**src/sv/magnetometer_heading_atan2_unit_assert.svh**
```systemverilog
// assertion macros for the magnetometer heading unit
// expects clk and arst_n in the scope of the including module
`ifndef MAGNETOMETER_HEADING_ATAN2_UNIT_ASSERT_SVH
`define MAGNETOMETER_HEADING_ATAN2_UNIT_ASSERT_SVH

// condition holds at every edge out of reset
`define HDG_CHECK(lbl, cond, msg) \
	lbl: assert property (@(posedge clk) disable iff (!arst_n) (cond)) else $error(msg);

// consequent holds in the same cycle as the antecedent
`define HDG_IMPLIES(lbl, ante, cons, msg) \
	lbl: assert property (@(posedge clk) disable iff (!arst_n) (ante) |-> (cons)) else $error(msg);

`endif

```
**src/sv/hdg_pkg.sv**
```systemverilog
// shared constants, types and the arctangent table of the heading unit
// no dependencies
`default_nettype none

package hdg_pkg;

	localparam int unsigned CORDIC_STEPS = 16;
	localparam int unsigned TABLE_LEN    = 24;
	localparam int unsigned STEPS_USED   = (CORDIC_STEPS > TABLE_LEN) ? TABLE_LEN : CORDIC_STEPS;
	localparam int unsigned SHIFT_W      = $clog2(TABLE_LEN);

	localparam int unsigned MAG_W     = 16;
	localparam int unsigned VEC_SHIFT = 20;
	// vector grows by the cordic gain and the diagonal, three guard bits cover it
	localparam int unsigned VEC_W     = MAG_W + VEC_SHIFT + 3;
	localparam int unsigned ANG_W     = 25;
	localparam int unsigned TH_W      = 24;
	localparam int unsigned FRAC_W    = 16;
	localparam int unsigned DEG_W     = TH_W - FRAC_W;

	localparam logic [TH_W-1:0]  DEG45_Q16   = TH_W'(2949120);
	localparam logic [TH_W-1:0]  DEG90_Q16   = TH_W'(5898240);
	localparam logic [TH_W-1:0]  DEG180_Q16  = TH_W'(11796480);
	localparam logic [DEG_W-1:0] DEG_NEG_MAX = DEG_W'(179);

	typedef struct packed {
		logic x_neg;
		logic y_neg;
		logic ax_zero;
		logic ay_zero;
		logic same_mag;
		logic x_major;
	} hdg_flags_t;

	typedef struct packed {
		logic signed [MAG_W-1:0] x_value;
		logic signed [MAG_W-1:0] y_value;
		logic signed [MAG_W-1:0] z_value;
		hdg_flags_t              flags;
	} hdg_carry_t;

	typedef struct packed {
		logic signed [VEC_W-1:0] vx;
		logic signed [VEC_W-1:0] vy;
		logic signed [ANG_W-1:0] ang;
	} hdg_vec_t;

	// atan(2^-i) in degrees, 16 fractional bits, rounded to nearest
	function automatic logic signed [ANG_W-1:0] atan_q16(input logic [SHIFT_W-1:0] idx);
		logic signed [ANG_W-1:0] r;
		case (idx)
			0:       r = ANG_W'(2949120);
			1:       r = ANG_W'(1740967);
			2:       r = ANG_W'(919879);
			3:       r = ANG_W'(466945);
			4:       r = ANG_W'(234379);
			5:       r = ANG_W'(117304);
			6:       r = ANG_W'(58666);
			7:       r = ANG_W'(29335);
			8:       r = ANG_W'(14668);
			9:       r = ANG_W'(7334);
			10:      r = ANG_W'(3667);
			11:      r = ANG_W'(1833);
			12:      r = ANG_W'(917);
			13:      r = ANG_W'(458);
			14:      r = ANG_W'(229);
			15:      r = ANG_W'(115);
			16:      r = ANG_W'(57);
			17:      r = ANG_W'(29);
			18:      r = ANG_W'(14);
			19:      r = ANG_W'(7);
			20:      r = ANG_W'(4);
			21:      r = ANG_W'(2);
			22:      r = ANG_W'(1);
			default: r = '0;
		endcase
		return r;
	endfunction

endpackage

`default_nettype wire

```
**src/sv/hdg_prep.sv**
```systemverilog
// front stage: byte join, magnitudes, octant selection, cordic seed
// depends on hdg_pkg
`default_nettype none

module hdg_prep (
	input  wire logic             clk,
	input  wire logic             arst_n,
	input  wire logic             en,
	input  wire logic             in_valid,
	input  wire logic [7:0]       x_high_byte,
	input  wire logic [7:0]       x_low_byte,
	input  wire logic [7:0]       z_high_byte,
	input  wire logic [7:0]       z_low_byte,
	input  wire logic [7:0]       y_high_byte,
	input  wire logic [7:0]       y_low_byte,
	output logic                  valid_s1,
	output hdg_pkg::hdg_carry_t   carry_s1,
	output hdg_pkg::hdg_vec_t     vec_s1
);

	localparam int unsigned PAD_W = hdg_pkg::VEC_W - hdg_pkg::MAG_W - hdg_pkg::VEC_SHIFT;

	logic signed [hdg_pkg::MAG_W-1:0] x_val, y_val, z_val;
	logic [hdg_pkg::MAG_W-1:0]        ax, ay, mag_a, mag_b;
	hdg_pkg::hdg_carry_t              carry_d;
	hdg_pkg::hdg_vec_t                vec_d;

	assign x_val = {x_high_byte, x_low_byte};
	assign y_val = {y_high_byte, y_low_byte};
	assign z_val = {z_high_byte, z_low_byte};

	// unsigned magnitude, -32768 maps to 32768
	assign ax = x_val[hdg_pkg::MAG_W-1] ? (~x_val + 1'b1) : x_val;
	assign ay = y_val[hdg_pkg::MAG_W-1] ? (~y_val + 1'b1) : y_val;

	always_comb begin
		carry_d.x_value        = x_val;
		carry_d.y_value        = y_val;
		carry_d.z_value        = z_val;
		carry_d.flags.x_neg    = x_val[hdg_pkg::MAG_W-1];
		carry_d.flags.y_neg    = y_val[hdg_pkg::MAG_W-1];
		carry_d.flags.ax_zero  = (ax == '0);
		carry_d.flags.ay_zero  = (ay == '0);
		carry_d.flags.same_mag = (ax == ay);
		carry_d.flags.x_major  = (ax > ay);
		mag_a = carry_d.flags.x_major ? ax : ay;
		mag_b = carry_d.flags.x_major ? ay : ax;
		vec_d.vx  = {{PAD_W{1'b0}}, mag_a, {hdg_pkg::VEC_SHIFT{1'b0}}};
		vec_d.vy  = {{PAD_W{1'b0}}, mag_b, {hdg_pkg::VEC_SHIFT{1'b0}}};
		vec_d.ang = '0;
	end

	always_ff @(posedge clk or negedge arst_n) begin
		if (!arst_n) begin
			valid_s1 <= 1'b0;
		end else if (en) begin
			valid_s1 <= in_valid;
		end
	end

	always_ff @(posedge clk) begin
		if (en && in_valid) begin
			carry_s1 <= carry_d;
			vec_s1   <= vec_d;
		end
	end

endmodule

`default_nettype wire

```
**config.mk**
```make
export PLATFORM = sky130hd
export DESIGN_NAME = hdg_prep
export DESIGN_NICKNAME = d
export VERILOG_FILES = /design/src/sv/magnetometer_heading_atan2_unit_assert.svh /design/src/sv/hdg_pkg.sv /design/src/sv/hdg_prep.sv
export SDC_FILE = /design/constraint.sdc
export NUM_CORES = 1
export LEC_CHECK = 0
export BUFFER_PORTS_ARGS = -buffer_cell sky130_fd_sc_hd__buf_2
export CORE_MARGIN = 2
export CORE_UTILIZATION = 35
export DETAILED_ROUTE_END_ITERATION = 10
export PLACE_DENSITY = 0.6
export SLEW_MARGIN = 20
export SYNTH_ARGS = -nofsm -noshare
export SYNTH_HDL_FRONTEND = slang
export SYNTH_SLANG_ARGS = --single-unit
```
**constraint.sdc**
```tcl
create_clock -name clk -period 1.7 [get_ports clk]
set_clock_uncertainty 0.2 [all_clocks]
set_input_delay 0.17 -clock clk [delete_from_list [all_inputs] [get_ports clk]]
set_output_delay 0.17 -clock clk [all_outputs]
set_load 0.1 [all_outputs]
```
Word-level counts from Yosys, hierarchy flattened

Index checks and enable logic that the tools add are counted.
W data, S select, Z words.

Memory bits (writable): 0
Logic and storage cells: 25
Bits of input ports: 52
Latch bits: 0
Memory bits (read-only): 0
Bits in registers: 87
Memories: 0

Div/mod/pow operators: 0
Mux-type cells: 4
Bitwise operators: 2
Eq/ne operators: 1
Shift-type cells: 0
Order comparisons: 1
$add $sub $neg: 2
Multipliers: 0
Reductions and logical operators: 3

Operators by type and width:

| kind                    | number |
|---|---|
| $mux W16                | 4 |
| $add A16 B1 Y16 const B | 2 |
| $logic_not A16 Y1       | 2 |
| $not A16 Y16            | 2 |
| $eq A16 B16 Y1          | 1 |
| $gt A16 B16 Y1          | 1 |
| $logic_and A1 B1 Y1     | 1 |

Longest topological paths before layout

Depth in word-level cells: 5
Gate-level depth with buffers: 13
Gate-level depth less buffers: 12

Worst setup path after synthesis

OpenSTA, ideal clock, no wires.

Path type: in2reg
Start: input port x_low_byte[2]
End: register vec_s1[98] in the netlist's numbering, data pin
Path buffers: 2
Required time: 1.221 ns
Path slack: -1.958 ns
Cell stages on the path: 13
Data arrival time: 3.179 ns
Path through: clkbuf_1 nor4_2 nand3_1 o31ai_1 xor2_1 inv_1 ha_1 nand4_1 nor4_1 a21bo_2 a31oi_2 buf_2 mux2i_1

Word-level cells in the longest chain between the ends: 5

RTL lines:

| what                     | RTL line       | text |
|---|---|---|
| from (decl)              | hdg_prep.sv:11 | `input wire logic [7:0] x_low_byte,` |
| $not A16 Y16             | hdg_prep.sv:33 | `assign ax = x_val[hdg_pkg::MAG_W-1] ? (~x_val + 1'b1) : x_val;` |
| $add A16 B1 Y16          | hdg_prep.sv:33 |  |
| $mux W16 *               | hdg_prep.sv:33 |  |
| $gt A16 B16 Y1           | hdg_prep.sv:45 | `carry_d.flags.x_major = (ax > ay);` |
| $mux W16 *               | hdg_prep.sv:46 | `mag_a = carry_d.flags.x_major ? ax : ay;` |
| named net mag_a, one bit | hdg_prep.sv:24 | `logic [hdg_pkg::MAG_W-1:0] ax, ay, mag_a, mag_b;` |
| to (signal assigned)     | hdg_prep.sv:64 | `vec_s1 <= vec_d;` |
| to (decl)                | hdg_prep.sv:18 | `output hdg_pkg::hdg_vec_t vec_s1` |

Mark *: on every way through the listed nets, which the timed path passes. The rest lies on a longest branch.
A chain may end at the register's enable or synchronous reset.

Final worst setup path

Start: input port y_low_byte[7]
End: register vec_s1[92] in the netlist's numbering, data pin

Word-level cells in the longest chain between the ends: 5

RTL lines:

| what                     | RTL line       | text |
|---|---|---|
| from (decl)              | hdg_prep.sv:15 | `input wire logic [7:0] y_low_byte,` |
| $not A16 Y16             | hdg_prep.sv:34 | `assign ay = y_val[hdg_pkg::MAG_W-1] ? (~y_val + 1'b1) : y_val;` |
| $add A16 B1 Y16          | hdg_prep.sv:34 |  |
| $mux W16 *               | hdg_prep.sv:34 |  |
| $gt A16 B16 Y1           | hdg_prep.sv:45 |  |
| $mux W16 *               | hdg_prep.sv:46 |  |
| named net mag_a, one bit | hdg_prep.sv:24 |  |

Marks and branches as above.

==> metrics.cfg <==
[run_status]
run_status = finished, violations left
violations = negative setup slack

[synth]
netlist_top_cells_count = edfxtp_1 (84), buf_4 (74), mux2i_1 (33), inv_1 (23), ha_1 (18)
asyncSetResetFlopFracSynth = 0.0118
synthDistinctLibCells = 55
synthesis.area_sq_mm = 0.00493
synth.top_cell.area_share = 0.512
synth_sequential_area_ratio = 0.517
synth_enable_flop_cells = 84
netlist_instances = 404
synth_top_cell_by_area = edfxtp_1
synth.ff_latch_count = 85
synth_ff_type = edfxtp_1
syn-mean-instance-area_sq_um = 12.2
synth.yosys.warnings = 0
most_instantiated_library_cell_after_synthesis = edfxtp_1
netlist_top_cells_area = edfxtp_1 (51%), buf_4 (11%), mux2i_1 (6.7%)

[critical_path]
worstSetupEndpointType = flop
cp_slowest_stage_delay_ns = 0.55
kind_of_start_point_of_the_critical_path = input pin
crit_path_cell_trace = buf_6 -> or4_4 -> o41ai_4 -> xor2_2 -> ha_1 -> nand4_1 -> nor4_4 -> buf_4 -> and4_4 -> a31oi_4 -> buf_6 -> buf_12 -> mux2i_2
worst-r2r-setup-slack_ns = 0.20
path_buf_inv = 4
criticalPathCategory = in2reg
rr_worst_depth = 2
cpLargestDelayFamily = simple AND/OR/NAND/NOR gates
r2r-end = valid_s1$_DFFE_PN0P_
crit_path_top_delay_cell = or4_4
timing.critical_path.depth = 13
critPathMostFrequentCell = buf_6
critical_path_arrival_ns = 3.09
worstPathMaxFanout = 5
reg2reg_from = valid_s1$_DFFE_PN0P_
cp_data_required_time_ns = 1.59

[sta]
drv_slew = 0
final_worst_path_setup_slack_ns = -1.51
rsz0062_at_grt = true
setup_violations = 36
fmax_mhz = 312
timing.final.crit_share = 1.89
hold_slack_ns = 0.0102
timing.setup.tns_ns = -50.01
hold_viol_final = 0
layout_min_cycle_time_ns = 3.21

[clocking]
clock_sink_count = 85
clk-insertion-delay-late_ns = 0.34
clock-root-buffer = clkbuf_16
tritoncts = done
cts.htree.levels = 3
cts.path.max_buffers = 2
cts_inserted_buffers = 9
clk_pin_slew_worst_paths_ns = 0.06

[floorplanning]
fp.dieArea_sq_mm = 0.0150
placementRows = 43
core_sq_mm = 0.0138
floorplan.die.height_microns = 123
io_pins = 210
start_util = 0.356
die_w_microns = 123

[final_layout]
multiInputGateArea_sq_mm = 0.00218
antennaDiodeCount = 0
seqCellArea_sq_mm = 0.00255
fin_util = 0.556
final_layout_size_suffix_gt1_frac = 0.460
final_net_count = 786
n_fill_cell = 1191
synthToLayoutAreaGrowth_pct = 56.2
finish.instance_area_sq_mm = 0.00769

[hold_path]
worstHoldEndpoint = carry_s1[31]$_DFFE_PP_
worst_hold_startpoint = y_high_byte[1]
class_of_the_tightest_hold_or_removal_check = in2reg
min_path_cells = 2

[routing]
routed_wirelength_mm = 13.1
viasPerCell = 4.57
avg_wl_per_cell_microns = 14.6
drcViolationCount = 0
via_count = 4113
drt.antenna.violating_nets = 0
detail_route.first_pass.iterations = 4
detailedRoute.firstIterationViolations = 233

[grt]
grt_use_total = 0.168
grt_start_max_net_pins = 51
number_of_antenna_violations_at_the_first_check_in_global_routing = 0
grt_pass1_wl_mm = 19.6
globalRouteOverflowTotal = 0
grt_pass1_vias = 3946

[flow_run]
cap_violations = 0

[placed_design]
post_dp_cell_area_sq_mm = 0.00645
hpwl_mm = 9.41
port_buffers = 138
globalplace.congestion = 0.929

[pwr]
power.leakage_nw = 3.40
worst_ir_drop_vdd_mv = 0.480
p_per_area_mw_per_mm2 = 1060

==> per-stage QoR <==
step,total power [mW],cells,setup slack [ns]
floorplan,5.31,474,-1.57
global placement,5.81,817,-1.77
detailed placement,5.84,817,-1.91
CTS,8.12,901,-1.46
global route,8.41,900,-1.60
finish,8.13,900,-1.51
==> cell type report <==
type                            count  share of cell area
Sequential cell                    85               0.331
Tap cell                          180              0.0293
Timing Repair Buffer              317               0.304
Clock inverter                      6             0.00830
Multi-Input combinational cell    280               0.283
Clock buffer                        9              0.0293
Inverter                           23              0.0145
==> sequential cells by signal (all words and copies together) (netlist names) <==
| register | flops |
|---|---|
| vec_s1 | 32 |
| carry_s1 | 52 |
| valid_s1 | 1 |
==> power breakdown <==
| group | switching [mW] | internal, mW | total, mW | leakage (nW) |
|---|---|---|---|---|
| Combinational | 2.65 | 0.954 | 3.61 | 2.47 |
| Sequential | 0.0521 | 2.53 | 2.58 | 0.793 |
| Clock | 0.811 | 1.13 | 1.94 | 0.138 |
==> logic make-up (layout without fill, tap and decap cells) <==
group | Yosys count | count (layout) | share of synthesized area
buf+inv | 109 | 355 | 0.143
flops | 85 | 85 | 0.517
simple gates | 78 | 78 | 0.0960
compound gates | 55 | 55 | 0.0851
mux | 34 | 34 | 0.0693
xor+xnor | 24 | 24 | 0.0427
fa+ha+maj | 18 | 18 | 0.0457
other cells | 1 | 71 | 0.000761
==> routing by layer <==
layer / share of wire / vias up / global-route usage
li1: - / 1971 / -
met1: 0.42 / 1965 / 0.211
met2: 0.50 / 155 / 0.289
met3: 0.052 / 22 / 0.0223
met4: 0.025 / 0 / 0.0711
met5: 0 / - / 0
==> worst max-delay path by stage <==
stage | startpoint | endpoint | slack (ns)
6_report | y_low_byte[7] | vec_s1[92]$_DFFE_PP_ | -1.51
5_1_grt | x_low_byte[3] | vec_s1[56]$_DFFE_PP_ | -1.60
4_1_cts | y_low_byte[0] | vec_s1[92]$_DFFE_PP_ | -1.46
3_5_place_dp | x_low_byte[4] | vec_s1[92]$_DFFE_PP_ | -1.91
3_3_place_gp | x_low_byte[4] | vec_s1[89]$_DFFE_PP_ | -1.77
2_1_floorplan | y_high_byte[1] | vec_s1[94]$_DFFE_PP_ | -1.57
==> repair_timing <==
item	CTS	global route
hold buffers	47	0
cloned	3	0
endpoints found under the setup margin	36	36
endpoints found under the hold margin	45	0
resized for setup	42	17
buffers inserted	22	0
pin swaps	17	13
==> cell usage in the layout (no fill, tap or decap), drive strengths merged, types with 10 or more instances in the layout <==
cell type,n
buf,270
edfxtp,84
conb,71
dlygate4sd3,47
mux2i,33
inv,23
ha,18
xor2,13
nand2,11
a21oi,11
xnor2,11
o21ai,10
==> worst reg2reg max path: cells and delay by family, from the launching register on <==
kind / cells / cell delay [ns]
flip-flops: 1 / 0.37
multiplexers: 1 / 0.26
buffers and inverters: 1 / 0.55
(Power assumes the default switching activity.)
