`src/sv/magnetometer_heading_atan2_unit_assert.svh`:
```
// assertion macros for the magnetometer heading unit
// expects clk and arst_n in the scope of the including module
`ifndef MAGNETOMETER_HEADING_ATAN2_UNIT_ASSERT_SVH
`define MAGNETOMETER_HEADING_ATAN2_UNIT_ASSERT_SVH

// condition holds at every edge out of reset
`define HDG_CHECK(lbl, cond, msg) \
	lbl: assert property (@(posedge clk) disable iff (!arst_n) (cond)) else $error(msg);

// consequent holds in the same cycle as the antecedent
`define HDG_IMPLIES(lbl, ante, cons, msg) \
	lbl: assert property (@(posedge clk) disable iff (!arst_n) (ante) |-> (cons)) else $error(msg);

`endif

```
`src/sv/hdg_pkg.sv`:
```
// shared constants, types and the arctangent table of the heading unit
// no dependencies
`default_nettype none

package hdg_pkg;

	localparam int unsigned CORDIC_STEPS = 16;
	localparam int unsigned TABLE_LEN    = 24;
	localparam int unsigned STEPS_USED   = (CORDIC_STEPS > TABLE_LEN) ? TABLE_LEN : CORDIC_STEPS;
	localparam int unsigned SHIFT_W      = $clog2(TABLE_LEN);

	localparam int unsigned MAG_W     = 16;
	localparam int unsigned VEC_SHIFT = 20;
	// vector grows by the cordic gain and the diagonal, three guard bits cover it
	localparam int unsigned VEC_W     = MAG_W + VEC_SHIFT + 3;
	localparam int unsigned ANG_W     = 25;
	localparam int unsigned TH_W      = 24;
	localparam int unsigned FRAC_W    = 16;
	localparam int unsigned DEG_W     = TH_W - FRAC_W;

	localparam logic [TH_W-1:0]  DEG45_Q16   = TH_W'(2949120);
	localparam logic [TH_W-1:0]  DEG90_Q16   = TH_W'(5898240);
	localparam logic [TH_W-1:0]  DEG180_Q16  = TH_W'(11796480);
	localparam logic [DEG_W-1:0] DEG_NEG_MAX = DEG_W'(179);

	typedef struct packed {
		logic x_neg;
		logic y_neg;
		logic ax_zero;
		logic ay_zero;
		logic same_mag;
		logic x_major;
	} hdg_flags_t;

	typedef struct packed {
		logic signed [MAG_W-1:0] x_value;
		logic signed [MAG_W-1:0] y_value;
		logic signed [MAG_W-1:0] z_value;
		hdg_flags_t              flags;
	} hdg_carry_t;

	typedef struct packed {
		logic signed [VEC_W-1:0] vx;
		logic signed [VEC_W-1:0] vy;
		logic signed [ANG_W-1:0] ang;
	} hdg_vec_t;

	// atan(2^-i) in degrees, 16 fractional bits, rounded to nearest
	function automatic logic signed [ANG_W-1:0] atan_q16(input logic [SHIFT_W-1:0] idx);
		logic signed [ANG_W-1:0] r;
		case (idx)
			0:       r = ANG_W'(2949120);
			1:       r = ANG_W'(1740967);
			2:       r = ANG_W'(919879);
			3:       r = ANG_W'(466945);
			4:       r = ANG_W'(234379);
			5:       r = ANG_W'(117304);
			6:       r = ANG_W'(58666);
			7:       r = ANG_W'(29335);
			8:       r = ANG_W'(14668);
			9:       r = ANG_W'(7334);
			10:      r = ANG_W'(3667);
			11:      r = ANG_W'(1833);
			12:      r = ANG_W'(917);
			13:      r = ANG_W'(458);
			14:      r = ANG_W'(229);
			15:      r = ANG_W'(115);
			16:      r = ANG_W'(57);
			17:      r = ANG_W'(29);
			18:      r = ANG_W'(14);
			19:      r = ANG_W'(7);
			20:      r = ANG_W'(4);
			21:      r = ANG_W'(2);
			22:      r = ANG_W'(1);
			default: r = '0;
		endcase
		return r;
	endfunction

endpackage

`default_nettype wire

```
`src/sv/hdg_finish.sv`:
```
// back end: octant clamp and unfold, then degrees and sign, output register
// depends on hdg_pkg
`default_nettype none

module hdg_finish (
	input  wire logic                        clk,
	input  wire logic                        arst_n,
	input  wire logic                        valid_s1,
	input  wire hdg_pkg::hdg_carry_t         carry_s1,
	input  wire logic signed [hdg_pkg::ANG_W-1:0] ang_s1,
	input  wire logic                        out_ready,
	output logic                             in_ready,
	output logic                             valid_s3,
	output logic signed [hdg_pkg::MAG_W-1:0] x_value,
	output logic signed [hdg_pkg::MAG_W-1:0] y_value,
	output logic signed [hdg_pkg::MAG_W-1:0] z_value,
	output logic signed [8:0]                heading_degrees
);

	logic                        en_a, en_b;
	logic                        valid_s2;
	hdg_pkg::hdg_carry_t         carry_s2;
	logic [hdg_pkg::TH_W-1:0]    th_s2;
	logic [hdg_pkg::TH_W-1:0]    oct, th_d, th_full;
	logic [hdg_pkg::DEG_W-1:0]   mag_deg, cap_deg;
	logic signed [8:0]           heading_d;

	assign en_b     = !valid_s3 || out_ready;
	assign en_a     = !valid_s2 || en_b;
	assign in_ready = en_a;

	// first octant clamp, then unfold into the first quadrant
	always_comb begin
		if (ang_s1[hdg_pkg::ANG_W-1]) begin
			oct = '0;
		end else if (ang_s1 > $signed({1'b0, hdg_pkg::DEG45_Q16})) begin
			oct = hdg_pkg::DEG45_Q16;
		end else begin
			oct = ang_s1[hdg_pkg::TH_W-1:0];
		end
		if (carry_s1.flags.ay_zero) begin
			th_d = '0;
		end else if (carry_s1.flags.ax_zero) begin
			th_d = hdg_pkg::DEG90_Q16;
		end else if (carry_s1.flags.same_mag) begin
			th_d = hdg_pkg::DEG45_Q16;
		end else if (carry_s1.flags.x_major) begin
			th_d = oct;
		end else begin
			th_d = hdg_pkg::DEG90_Q16 - oct;
		end
	end

	// left half plane, truncation to degrees, sign of y
	always_comb begin
		th_full = carry_s2.flags.x_neg ? (hdg_pkg::DEG180_Q16 - th_s2) : th_s2;
		mag_deg = th_full[hdg_pkg::TH_W-1:hdg_pkg::FRAC_W];
		cap_deg = (mag_deg > hdg_pkg::DEG_NEG_MAX) ? hdg_pkg::DEG_NEG_MAX : mag_deg;
		if (carry_s2.flags.y_neg) begin
			heading_d = -$signed({1'b0, cap_deg});
		end else begin
			heading_d = $signed({1'b0, mag_deg});
		end
	end

	always_ff @(posedge clk or negedge arst_n) begin
		if (!arst_n) begin
			valid_s2 <= 1'b0;
			valid_s3 <= 1'b0;
		end else begin
			if (en_a) begin
				valid_s2 <= valid_s1;
			end
			if (en_b) begin
				valid_s3 <= valid_s2;
			end
		end
	end

	always_ff @(posedge clk) begin
		if (en_a && valid_s1) begin
			carry_s2 <= carry_s1;
			th_s2    <= th_d;
		end
		if (en_b && valid_s2) begin
			x_value         <= carry_s2.x_value;
			y_value         <= carry_s2.y_value;
			z_value         <= carry_s2.z_value;
			heading_degrees <= heading_d;
		end
	end

endmodule

`default_nettype wire

```
`config.mk`:
```
export PLATFORM = sky130hd
export DESIGN_NAME = hdg_finish
export DESIGN_NICKNAME = d
export VERILOG_FILES = /design/src/sv/magnetometer_heading_atan2_unit_assert.svh /design/src/sv/hdg_pkg.sv /design/src/sv/hdg_finish.sv
export SDC_FILE = /design/constraint.sdc
export NUM_CORES = 1
export LEC_CHECK = 0
export BUFFER_PORTS_ARGS = -buffer_cell sky130_fd_sc_hd__buf_2
export CAP_MARGIN = 5
export CORE_AREA = 3 3 104 106
export CTS_CLUSTER_DIAMETER = 80
export DETAILED_ROUTE_END_ITERATION = 10
export DIE_AREA = 0 0 107 109
export PLACE_DENSITY_LB_ADDON = 0.3
export SLEW_MARGIN = 20
export SYNTH_ARGS = -nofsm -noshare
export SYNTH_HDL_FRONTEND = slang
export SYNTH_SLANG_ARGS = --single-unit
```
`constraint.sdc`:
```
create_clock -name clk -period 8.2 [get_ports clk]
set_clock_uncertainty 0.05 [all_clocks]
set_input_delay 0.82 -clock clk [delete_from_list [all_inputs] [get_ports clk]]
set_output_delay 0.82 -clock clk [all_outputs]
set_load 0.01 [all_outputs]
```
* Yosys cells after proc, flatten, opt, wreduce, memory -nomap -nowiden
Index checks and enable logic that the tools add are counted.
Widths: inputs -> output; s select.
** Cells by class
- $add $sub $neg :: 3
- Magnitude comparators :: 2
- Mux-type cells :: 8
- Reduce and logical (&&, ||, !) cells :: 8
** Operator list (number)
- $mux 24 :: 4
- $mux 23 :: 2
- $gt 25x23->1 const B :: 1
- $sub 23x24->24 const A :: 1
- $sub 24x24->24 const A :: 1
- $mux 8 :: 2
- $neg 8->9 :: 1
- $gt 8x8->1 const B :: 1
- $reduce_or 3->1 :: 1
- $logic_and 1x1->1 :: 2
- $logic_not 1->1 :: 2
- $logic_or 1x1->1 :: 2
- $reduce_or 2->1 :: 1
** Storage, ports and cells
- Flip-flop bits (word level) :: 133
- Input bits :: 83
- Logic and storage cells :: 36

* Longest topological paths before layout
Gate-level depths: netlist of the first run.
- Depth in word-level cells :: 7
- Mapped depth :: 14
- Gate-level depth less buffers :: 11

* Worst setup path before layout of the first run
No wires, ideal clock.
- Kind :: input port to flip-flop
- Start point :: input ang_s1[2] in the netlist's numbering
- End point :: register th_s2[16] in the netlist's numbering (data pin)
- Library setup time :: 0.257 ns
- Arrival :: 3.308 ns
- Data required time :: 7.893 ns
- Path slack :: 4.585 ns
- Stages on the path :: 13
- Cells stage by stage :: nor4_4 -> and3_2 -> a41oi_4 -> nor3_2 -> buf_2 -> nand2_1 -> ha_1 -> clkbuf_1 -> and3_1 -> a31oi_1 -> mux2i_1 -> nand2_1 -> a32o_1
** Between the ends
- Longest elaborated chain between the ends :: 6
** Ends and longest elaborated chain
- start: declaration :: line hdg_finish.sv:10 : input wire logic signed [hdg_pkg::ANG_W-1:0] ang_s1,
- $gt 25x23->1 :: line hdg_finish.sv:36 : end else if (ang_s1 > $signed({1'b0, hdg_pkg::DEG45_Q16})) begin
- $mux 24 (*) :: line hdg_finish.sv:36
- $mux 24 (*) :: line hdg_finish.sv:34 : if (ang_s1[hdg_pkg::ANG_W-1]) begin
- $sub 23x24->24 :: line hdg_finish.sv:50 : th_d = hdg_pkg::DEG90_Q16 - oct;
- $mux 24 (*) :: line hdg_finish.sv:47 : end else if (carry_s1.flags.x_major) begin
- $mux 23 (*) :: line hdg_finish.sv:45 : end else if (carry_s1.flags.same_mag) begin
- end signal: assignment :: line hdg_finish.sv:83 : th_s2 <= th_d;
- end: declaration :: line hdg_finish.sv:23 : logic [hdg_pkg::TH_W-1:0] th_s2;
Mark *: on every way between the ends. The rest lies on a longest branch, timed or not.
A chain may end at the register's enable or synchronous reset.

* Worst setup path after layout of the first run
Same ends and word-level chain as after synthesis.

==> flow_summary.ini, run 1 <==
[sta]
fmaxAchievable_mhz = 267
slew_viol_final = 0
rsz0062_at_grt = false
relSlewSlack_pct = 36.0
period_share_pct = 45.7
setup-violations-final = 0
worstMarginPinSlew_ps = 960
finalHoldViolations = 0
setup-tns-final_ps = 0
holdWs_ps = 21.8
period_minus_slack_ps = 3750

[place]
dp_hpwl_um = 8540
port_buffers = 141
place_congestion = 0.881
place_area_um2 = 6450

[detailed_routing]
wire_per_inst_um = 18.5
ant_nets = 0
vias_per_cell = 5.73
initialDrtViolationCount = 300
dr.pass1.iters = 5
wirelength_um = 12700
dr_total_vias = 3934
drc = 0

[grt]
grt_start_max_net_pins = 75
antenna_found_initial = 0
grt.overflow.total = 0
track_usage_pct = 22.0
grt_pass1_vias = 3731
grt_first_pass_wirelength_um = 19100

[power_and_ir_drop]
ir_worst_vdd_v = 0.000131
power_density_nw_per_um2 = 253
power.leakage_nw = 2.67
power.total_mw = 1.80

[clock_tree]
post-cts-setup-buffer-count = 0
clkSinkCount = 133
numCtsBuffers = 17
ctsHtreeMaxLevel = 4
path_clk_slew_ps = 60
clock_latency_ps = 520
postCtsResizedCells = 0
cts_tree = done
clock_path_buffers = 2
cts-root-buf = clkbuf_8
hold_buffers = 0

[synthesis]
synthArstFlopShare_pct = 1.50
synth_flop_cell = edfxtp_1
synth.distinct_cells = 65
synth_fp_nets = 484
synth_edf_count = 131
ys_seq_elements = 133
yosys-top-cells-area = edfxtp_1, nor2_1, xnor2_1, a21oi_1, nand2_1
yosys.area.top_type = edfxtp_1
synth-seq-area-share_pct = 70.5
avgSynthCellArea_um2 = 14.2
synth_top_area_share_pct = 69.6
yosys_warnings = 0
postSynthCellCount = 399
netlist_area_um2 = 5650

[worst_setup_path]
startpoint_type = input port
crit_type = input port to flip-flop
cp-end-kind = flip-flop
timing.rr.end = heading_degrees[4]$_DFFE_PP_
path_max_fanout = 13
worstPathArrival_ps = 3970
r2r_start = th_s2[6]$_SDFFCE_PP0P_
startpoint = ang_s1[2]
endpoint = th_s2[16]$_SDFFCE_PP0P_
r2r_setup_slack_ps = 4960
crit_required_ps = 8420
reg2reg_depth = 9

[min_path]
hold_class = input port to async pin

[die]
dieArea_um2 = 11700
io_pins = 142
dieWidth_um = 107
coreArea_um2 = 9860
start_util_pct = 57.3
row_count = 36
die_h_um = 109

[layout]
drive_gt1_share_pct = 34.3
syn_to_final_growth_pct = 25.6
final_area_um2 = 7100
diodes = 0
fillerInstances = 637
final_util_pct = 71.9
nets = 626

[job]
max_cap_viol_count = 0

[outcome]
status = completed
## per-layer routing
metal,GRT usage (%),vias to the layer above,routed length [um]
li1,-,1849,-
met1,26.3,1848,4930
met2,37.8,214,6460
met3,6.16,23,1020
met4,9.04,0,274
met5,0,-,0
## critical path, cell delays in order
cell and delay [ps]:
buf_2 150, nor4_4 510, and3_2 330, a41oi_4 160, nor3_2 590, nand2_1 130, ha_1 340, and3_1 220
a31oi_1 210, mux2i_1 210, nand2_1 70, a32o_1 230
## where the power goes
group	internal (mW)	switching (mW)
registers	0.807	0.0190
clock network	0.528	0.284
logic	0.0602	0.0980
## layout make-up
| type | instances | area [um2] | area share (%) |
|---|---|---|---|
| clock inverters | 14 | 223 | 3.14 |
| well taps | 133 | 166 | 2.35 |
| repair buffers | 142 | 713 | 10.1 |
| multi-input cells | 240 | 1570 | 22.1 |
| flip-flops and latches | 133 | 3980 | 56.1 |
| clock buffers | 18 | 418 | 5.89 |
| inverters | 7 | 26.3 | 0.370 |
## synth_stat cells (all sizes together), types with 3 or more instances
library cell  count
mux2i             5
or3               6
o31ai             6
nand3b            3
nand2            18
a31oi             6
nor2             40
inv               7
o21a              3
nor3             14
a41oi             4
a21oi            18
a311oi            4
o21ai            11
and2              3
o41ai             3
xnor2            13
a32o              3
edfxtp          131
clkbuf           11
and3              6
buf               8
nand3             6
o211ai            4
or2               6
a211oi            4
nor4              9
nand4             6
nand2b            7
## placed cells by master, fill, tap and decap left out, types with 4 or more instances in the layout
cell and count:
nor4_1 6, mux2i_1 5, o21ai_0 9, buf_2 141, o211ai_1 4, a311oi_1 4
inv_1 6, a21oi_1 18, or3_1 6, nor3_1 12, or2_2 4, nand2b_1 7
edfxtp_1 131, nand2_1 18, a31oi_1 6, clkbuf_16 16, xnor2_1 13, a211oi_1 4
and3_1 5, nand4_1 6, o31ai_1 6, nand3_1 6, bufinv_16 5, nor2_1 40
## how the worst min path moves through the flow
stage                           startpoint                    to  slack [ps]
floorplan           carry_s2[38]$_DFFE_PP_  x_value[0]$_DFFE_PP_         350
global placement    carry_s2[29]$_DFFE_PP_  y_value[7]$_DFFE_PP_         350
detailed placement  carry_s2[43]$_DFFE_PP_  x_value[5]$_DFFE_PP_         350
CTS                                 arst_n  valid_s3$_DFFE_PN0P_          10
global route                        arst_n  valid_s3$_DFFE_PN0P_           3
finish                              arst_n  valid_s2$_DFFE_PN0N_          20
## sequential cells by signal (all words and copies together), names as in the netlist
name             flops
heading_degrees      9
valid_s3             1
th_s2               24
y_value             16
z_value             16
x_value             16
carry_s2            50
valid_s2             1
## cell families after synthesis
| group | Yosys count | synth area share [%] |
|---|---|---|
| adder cells (fa/ha/maj) | 2 | 0.443 |
| other | 1 | 0.0664 |
| buffers and inverters | 26 | 1.82 |
| flip-flops | 133 | 70.5 |
| multiplexers | 6 | 1.09 |
| AO/OA/AOI/OAI | 84 | 11.0 |
| XOR/XNOR | 15 | 2.33 |
| AND/OR/NAND/NOR | 132 | 12.7 |
## stage by stage
step / cells / setup slack, ps
2_1_floorplan: 399 / 4590
3_3_place_gp: 655 / 4100
3_5_place_dp: 655 / 3970
6_report: 687 / 4450
5_1_grt: 687 / 4270
4_1_cts: 687 / 4480
Power figures use the tool's default switching activity.
==> run 2: changes to the inputs <==
- CORE_AREA: 3 3 104 106 -> 3 3 108 110
- DIE_AREA: 0 0 107 109 -> 0 0 111 113
- clock period: 8.2 -> 3.6 ns (I/O delays scaled with it)
==> run 2 against run 1 <==
  * Combinational power grew to 2.6 times the previous value
  * Via count grew 6.3%
  * Power grew 120%
  * Clock power grew 100%
  * Flip-flop and latch count is the same
  * Sequential share of layout area shrank 3.7 points
  * Worst setup slack lost 3800 ps
  * Hold slack gained 58 ps
==> flow_summary.ini, run 2 (synthesis gave the netlist of run 1 again) <==
[clock_tree]
numCtsBuffers = 17
post-cts-setup-buffer-count = 0
cts_tree = done
clock_path_buffers = 2
clkSinkCount = 133
cts-root-buf = clkbuf_8
clock_latency_ps = 520
ctsHtreeMaxLevel = 4
path_clk_slew_ps = 60

[sta]
setup-tns-final_ps = 0
relSlewSlack_pct = 37.8
period_minus_slack_ps = 2970
worstMarginPinSlew_ps = 934
holdWs_ps = 80.2
period_share_pct = 82.4
setup-violations-final = 0
slew_viol_final = 0
rsz0062_at_grt = false
layout_setup_ws_ps = 634
fmaxAchievable_mhz = 337
finalHoldViolations = 0

[layout]
final_area_um2 = 7600
drive_gt1_share_pct = 31.9
diodes = 0
fillerInstances = 710
seqCellArea_um2 = 3980
largest_reg_flops = 50
reg_top3 = carry_s2 x50, th_s2 x24
syn_to_final_growth_pct = 34.5
multi_input_area_um2 = 1570
top_register = carry_s2
final_common_cell = buf_2
layout_common_cells = buf_2, edfxtp_1, dlygate4sd3_1
nets = 686

[detailed_routing]
dr_total_vias = 4182
wire_per_inst_um = 18.9
wirelength_um = 14200
drc = 0
dr.pass1.iters = 7
ant_nets = 0
initialDrtViolationCount = 211
vias_per_cell = 5.55

[grt]
antenna_found_initial = 0
grt_start_max_net_pins = 75
grt.overflow.total = 0
track_usage_pct = 23.6
grt_first_pass_wirelength_um = 22800
grt_pass1_vias = 4233

[worst_setup_path]
critPathBufInv = 1
crit_type = flip-flop to flip-flop
crit_slowest_cell = nor4_1
cp-end-kind = flip-flop
cpLargestDelayFamily = simple AND/OR/NAND/NOR gates
path_max_fanout = 8
worstPathArrival_ps = 3180
critical-path-max-stage-delay_ps = 480
startpoint_type = flip-flop
path_cells = nor4_1, nand4_1, nor3_1, a41o_1, nor2_1, ha_1, inv_1, o21ai_0, a32o_1
crit_required_ps = 3820

[place]
place_congestion = 0.913
post-place-ws_ps = 398
place_area_um2 = 6520
dp_hpwl_um = 8750
port_buffers = 141

[die]
row_count = 38
die_h_um = 113
dieArea_um2 = 12500
dieWidth_um = 111
coreArea_um2 = 10800
start_util_pct = 52.3
io_pins = 142

[power_and_ir_drop]
power_density_nw_per_um2 = 516
power.total_mw = 3.92
ir_worst_vdd_v = 0.000446
power.leakage_nw = 2.89

[job]
max_cap_viol_count = 0

[outcome]
status = completed

[min_path]
hold_class = input port to flip-flop
[run 2: changes by cell type in the layout (fill, tap and decap cells not counted)]
cell | before | now
buf_4 | 1 | 9
bufinv_16 | 5 | 2
clkinv_1 | 0 | 2
clkinv_2 | 1 | 4
clkinv_4 | 3 | 0
clkinvlp_4 | 2 | 4
dlygate4sd3_1 | 0 | 52
inv_6 | 3 | 2
[run 2: worst paths after layout]
| kind | to | slack (ps) | depth (start not counted) | from |
|---|---|---|---|---|
| max | heading_degrees[2]$_DFFE_PP_ | 630 | 9 | th_s2[6]$_SDFFCE_PP0P_ |
| min | valid_s3$_DFFE_PN0P_ | 80 | 3 | out_ready |
| max reg2reg | heading_degrees[2]$_DFFE_PP_ | 630 | 9 | th_s2[6]$_SDFFCE_PP0P_ |
| min reg2reg | x_value[8]$_DFFE_PP_ | 360 | 0 | carry_s2[46]$_DFFE_PP_ |
| max in group asynchronous | valid_s3$_DFFE_PN0P_ | 3270 | 2 | arst_n |
| min in group asynchronous | valid_s2$_DFFE_PN0N_ | 130 | 2 | arst_n |
[run 2: layer usage]
layer	vias up	global-route usage (%)	wire [um]
met4	0	8.37	265
li1	1969	-	-
met1	2003	28.9	5620
met3	16	5.88	932
met5	-	0	0
met2	194	41.0	7430
[run 2: per-stage QoR]
step / cells / utilization, %
floorplan: 399 / -
global placement: 670 / 60.4
detailed placement: 670 / 60.4
CTS: 754 / 70.4
global route: 754 / 70.4
finish: 754 / 70.4
[run 2: where the power goes]
group / switching, mW / leakage [nW] / total (mW) / internal, mW
sequential: 0.0477 / 1.29 / 1.89 / 1.84
combinational: 0.236 / 1.33 / 0.414 / 0.178
clock: 0.646 / 0.262 / 1.62 / 0.977
total: 0.930 / 2.89 / 3.92 / 2.99
[run 2: repair_timing]
action / CTS / global route
resized for setup: 0 / 0
endpoints found under the setup margin: 0 / 0
endpoints found under the hold margin: 53 / 0
hold buffers: 52 / 0
[run 2: tightest hold or removal path: stages]
cell,delay [ps]
buf_2,80
nand2b_1,110
nand2b_1,60
[run 2: area by class of cell]
cell class / instances / share of cell area (%)
Tap cell: 140 / 2.31
Clock inverter: 14 / 1.78
Multi-Input combinational cell: 240 / 20.6
Clock buffer: 18 / 5.50
Timing Repair Buffer: 202 / 17.0
Inverter: 7 / 0.346
Sequential cell: 133 / 52.4
==> run 3: changes to the inputs <==
- ABC_AREA: default -> 1
- CORE_AREA: 3 3 108 110 -> 3 3 114 116
- DIE_AREA: 0 0 111 113 -> 0 0 117 119
- clock period: 3.6 -> 2.7 ns (I/O delays scaled with it)
==> run 3 against run 2 <==
  * Synthesized cell count rose by 27%
  * Area after synthesis rose by 1.6%
  * First-iteration DRC count rose by 23%
==> flow_summary.ini, run 3 <==
[detailed_routing]
ant_nets = 0
vias_per_cell = 4.82
wire_per_inst_um = 14.2
dr_total_vias = 4241
initialDrtViolationCount = 260
wirelength_um = 12500
drc = 0
dr.pass1.iters = 4

[worst_setup_path]
crit_required_ps = 2810
crit_slowest_cell = edfxtp_1
startpoint_type = flip-flop
critical-path-max-stage-delay_ps = 390
crit_type = flip-flop to flip-flop
worstPathArrival_ps = 2590
path_cells = nor2_2, nand3_1, nor2_2, nand3b_1, nand2_2, inv_2, nand4_1, nand2_1, inv_2, nand2_2, nand2_2, inv_1, nor2_2, ha_2, nand4_1, o21ai_1, inv_1
reg2reg_depth = 17
path_depth = 17
cp-end-kind = flip-flop
cpLargestDelayFamily = simple AND/OR/NAND/NOR gates
path_max_fanout = 3
critPathBufInv = 4

[layout]
final_common_cell = buf_2
layout_common_cells = buf_2, edfxtp_1, nand2_1
diodes = 0
largest_reg_flops = 50
reg_top3 = carry_s2 x50, th_s2 x24
syn_to_final_growth_pct = 35.7
drive_gt1_share_pct = 30.3
top_register = carry_s2
nets = 804

[power_and_ir_drop]
intPower_mw = 4.14
clkPwrFrac_pct = 40.6
seq_power_share_pct = 46.7
power.total_mw = 5.48
sw_frac_of_total_pct = 24.4
power.leakage_nw = 3.33
switchingPower_mw = 1.34
ir_worst_vdd_v = 0.000524
p_comb_share_pct = 12.6
power_density_nw_per_um2 = 703

[grt]
grt.overflow.total = 0
track_usage_pct = 18.2
antenna_found_initial = 0
grt_first_pass_wirelength_um = 19600
grt_start_max_net_pins = 58
grt_pass1_vias = 4192

[die]
die_h_um = 119
coreArea_um2 = 12000
io_pins = 142
start_util_pct = 47.8
dieArea_um2 = 13900
row_count = 40
dieWidth_um = 117

[sta]
layout_setup_ws_ps = 223
period_minus_slack_ps = 2480
slew_viol_final = 0
setup-tns-final_ps = 0
fmaxAchievable_mhz = 404
relSlewSlack_pct = 52.5
finalHoldViolations = 0
period_share_pct = 91.8
setup-violations-final = 0
worstMarginPinSlew_ps = 712

[clock_tree]
ctsHtreeMaxLevel = 4
path_clk_slew_ps = 60
clock_path_buffers = 2
cts-root-buf = clkbuf_16
cts_tree = done
clkSinkCount = 133
clock_latency_ps = 410
numCtsBuffers = 17

[synthesis]
synth_common_cells = edfxtp_1, nand2_1, nor2_1, inv_1, nand3_1
synth_fa_ha_area_share_pct = 0.436
yosys.area.top_type = edfxtp_1
postSynthCellCount = 508
avgSynthCellArea_um2 = 11.3
synth_top_area_share_pct = 68.5
synth_compound_area_share_pct = 5.49
netlist_area_um2 = 5740
synth_edf_count = 131
synth_simple_gate_area_share_pct = 19.1
synth_fp_nets = 593
synthArstFlopShare_pct = 1.50
synth_flop_cell = edfxtp_1
synth_top_family_by_area = simple AND/OR/NAND/NOR gates
yosys-top-cells-area = edfxtp_1, nand2_1, nor2_1, nand3_1, inv_1
yosys_warnings = 0
synth-seq-area-share_pct = 69.4
ys_seq_elements = 133
synth_xor_area_share_pct = 0.610
synth.most_common_cell = edfxtp_1
synth.distinct_cells = 36
synth_mux_area_share_pct = 0

[min_path]
whs_path_depth = 3
hold_class = input port to flip-flop

[place]
port_buffers = 141
dp_hpwl_um = 8430
post-place-ws_ps = 194
place_congestion = 0.891

[outcome]
status = completed

[job]
max_cap_viol_count = 0
[run 3: final timing paths]
path,from,end,slack (ps)
worst max-delay path,th_s2[15]$_SDFFCE_PP0P_,heading_degrees[8]$_SDFFCE_PN0P_,220
worst min-delay path,valid_s1,valid_s2$_DFFE_PN0N_,70
worst max register to register,th_s2[15]$_SDFFCE_PP0P_,heading_degrees[8]$_SDFFCE_PN0P_,220
worst min register to register,carry_s2[24]$_DFFE_PP_,y_value[2]$_DFFE_PP_,370
max in group asynchronous,arst_n,valid_s3$_DFFE_PN0P_,2360
min in group asynchronous,arst_n,valid_s2$_DFFE_PN0N_,140
[run 3: through the flow]
stage | hold WS [ps] | std cells | instance area, um2 | util, %
after floorplan | -75.6 | 508 | 5740 | -
after global placement | 4.94 | 792 | 6630 | 55.2
after detailed placement | 14.1 | 792 | 6630 | 55.2
after CTS | 52.1 | 875 | 7720 | 64.3
after global routing | 75.9 | 879 | 7790 | 64.8
final | 67.2 | 879 | 7790 | 64.8
[run 3: layout make-up]
class / instances / area (um2)
Inverter: 60 / 225
Fill cell: 887 / 4220
Sequential cell: 133 / 3980
Multi-Input combinational cell: 305 / 1520
Clock inverter: 13 / 149
Timing Repair Buffer: 202 / 1290
Tap cell: 147 / 184
Clock buffer: 19 / 433
[run 3: cells by family (layout without fill, tap and decap cells)]
kind of cell | Yosys count | in the layout
buffers and inverters | 70 | 294
adders and majority gates | 2 | 2
other | 1 | 1
DFF | 133 | 133
xor gates and xnor gates | 4 | 4
and+or+nand+nor | 244 | 244
AOI/OAI and AO/OA | 54 | 54
[run 3: worst reg2reg max path: stages (launching register included)]
cell and delay [ps]:
edfxtp_1 390, nor2_2 110, nand3_1 90, nor2_2 140
nand3b_1 160, nand2_2 130, inv_2 50, nand4_1 60
nand2_1 90, inv_2 90, nand2_2 70, nand2_2 80
inv_1 60, nor2_2 130, ha_2 200, nand4_1 120
o21ai_1 160, inv_1 50
[run 3: what timing repair did]
action,in CTS,in global routing
hold buffers,51,0
buffers inserted,0,4
endpoints found under the hold margin,52,0
setup endpoints to repair,0,3
gates resized for setup,0,14
[run 3: power groups by stage]
| stage | Clock, mW | Combinational, mW | Sequential [mW] |
|---|---|---|---|
| 6_report | 2.23 | 0.693 | 2.56 |
| 5_1_grt | 2.36 | 0.774 | 2.58 |
| 4_1_cts | 2.27 | 0.675 | 2.56 |
| 3_5_place_dp | 0 | 0.612 | 2.60 |
| 3_3_place_gp | 0 | 0.597 | 2.59 |
| 2_1_floorplan | 0 | 0.328 | 2.64 |
[run 3: layer usage]
layer  vias up  share of wire, %  track usage, %
met5         -                 0               0
met3        20               5.9            4.27
li1       2169                 -               -
met1      1915                42            20.9
met4         0               1.6            6.38
met2       137                51            32.6
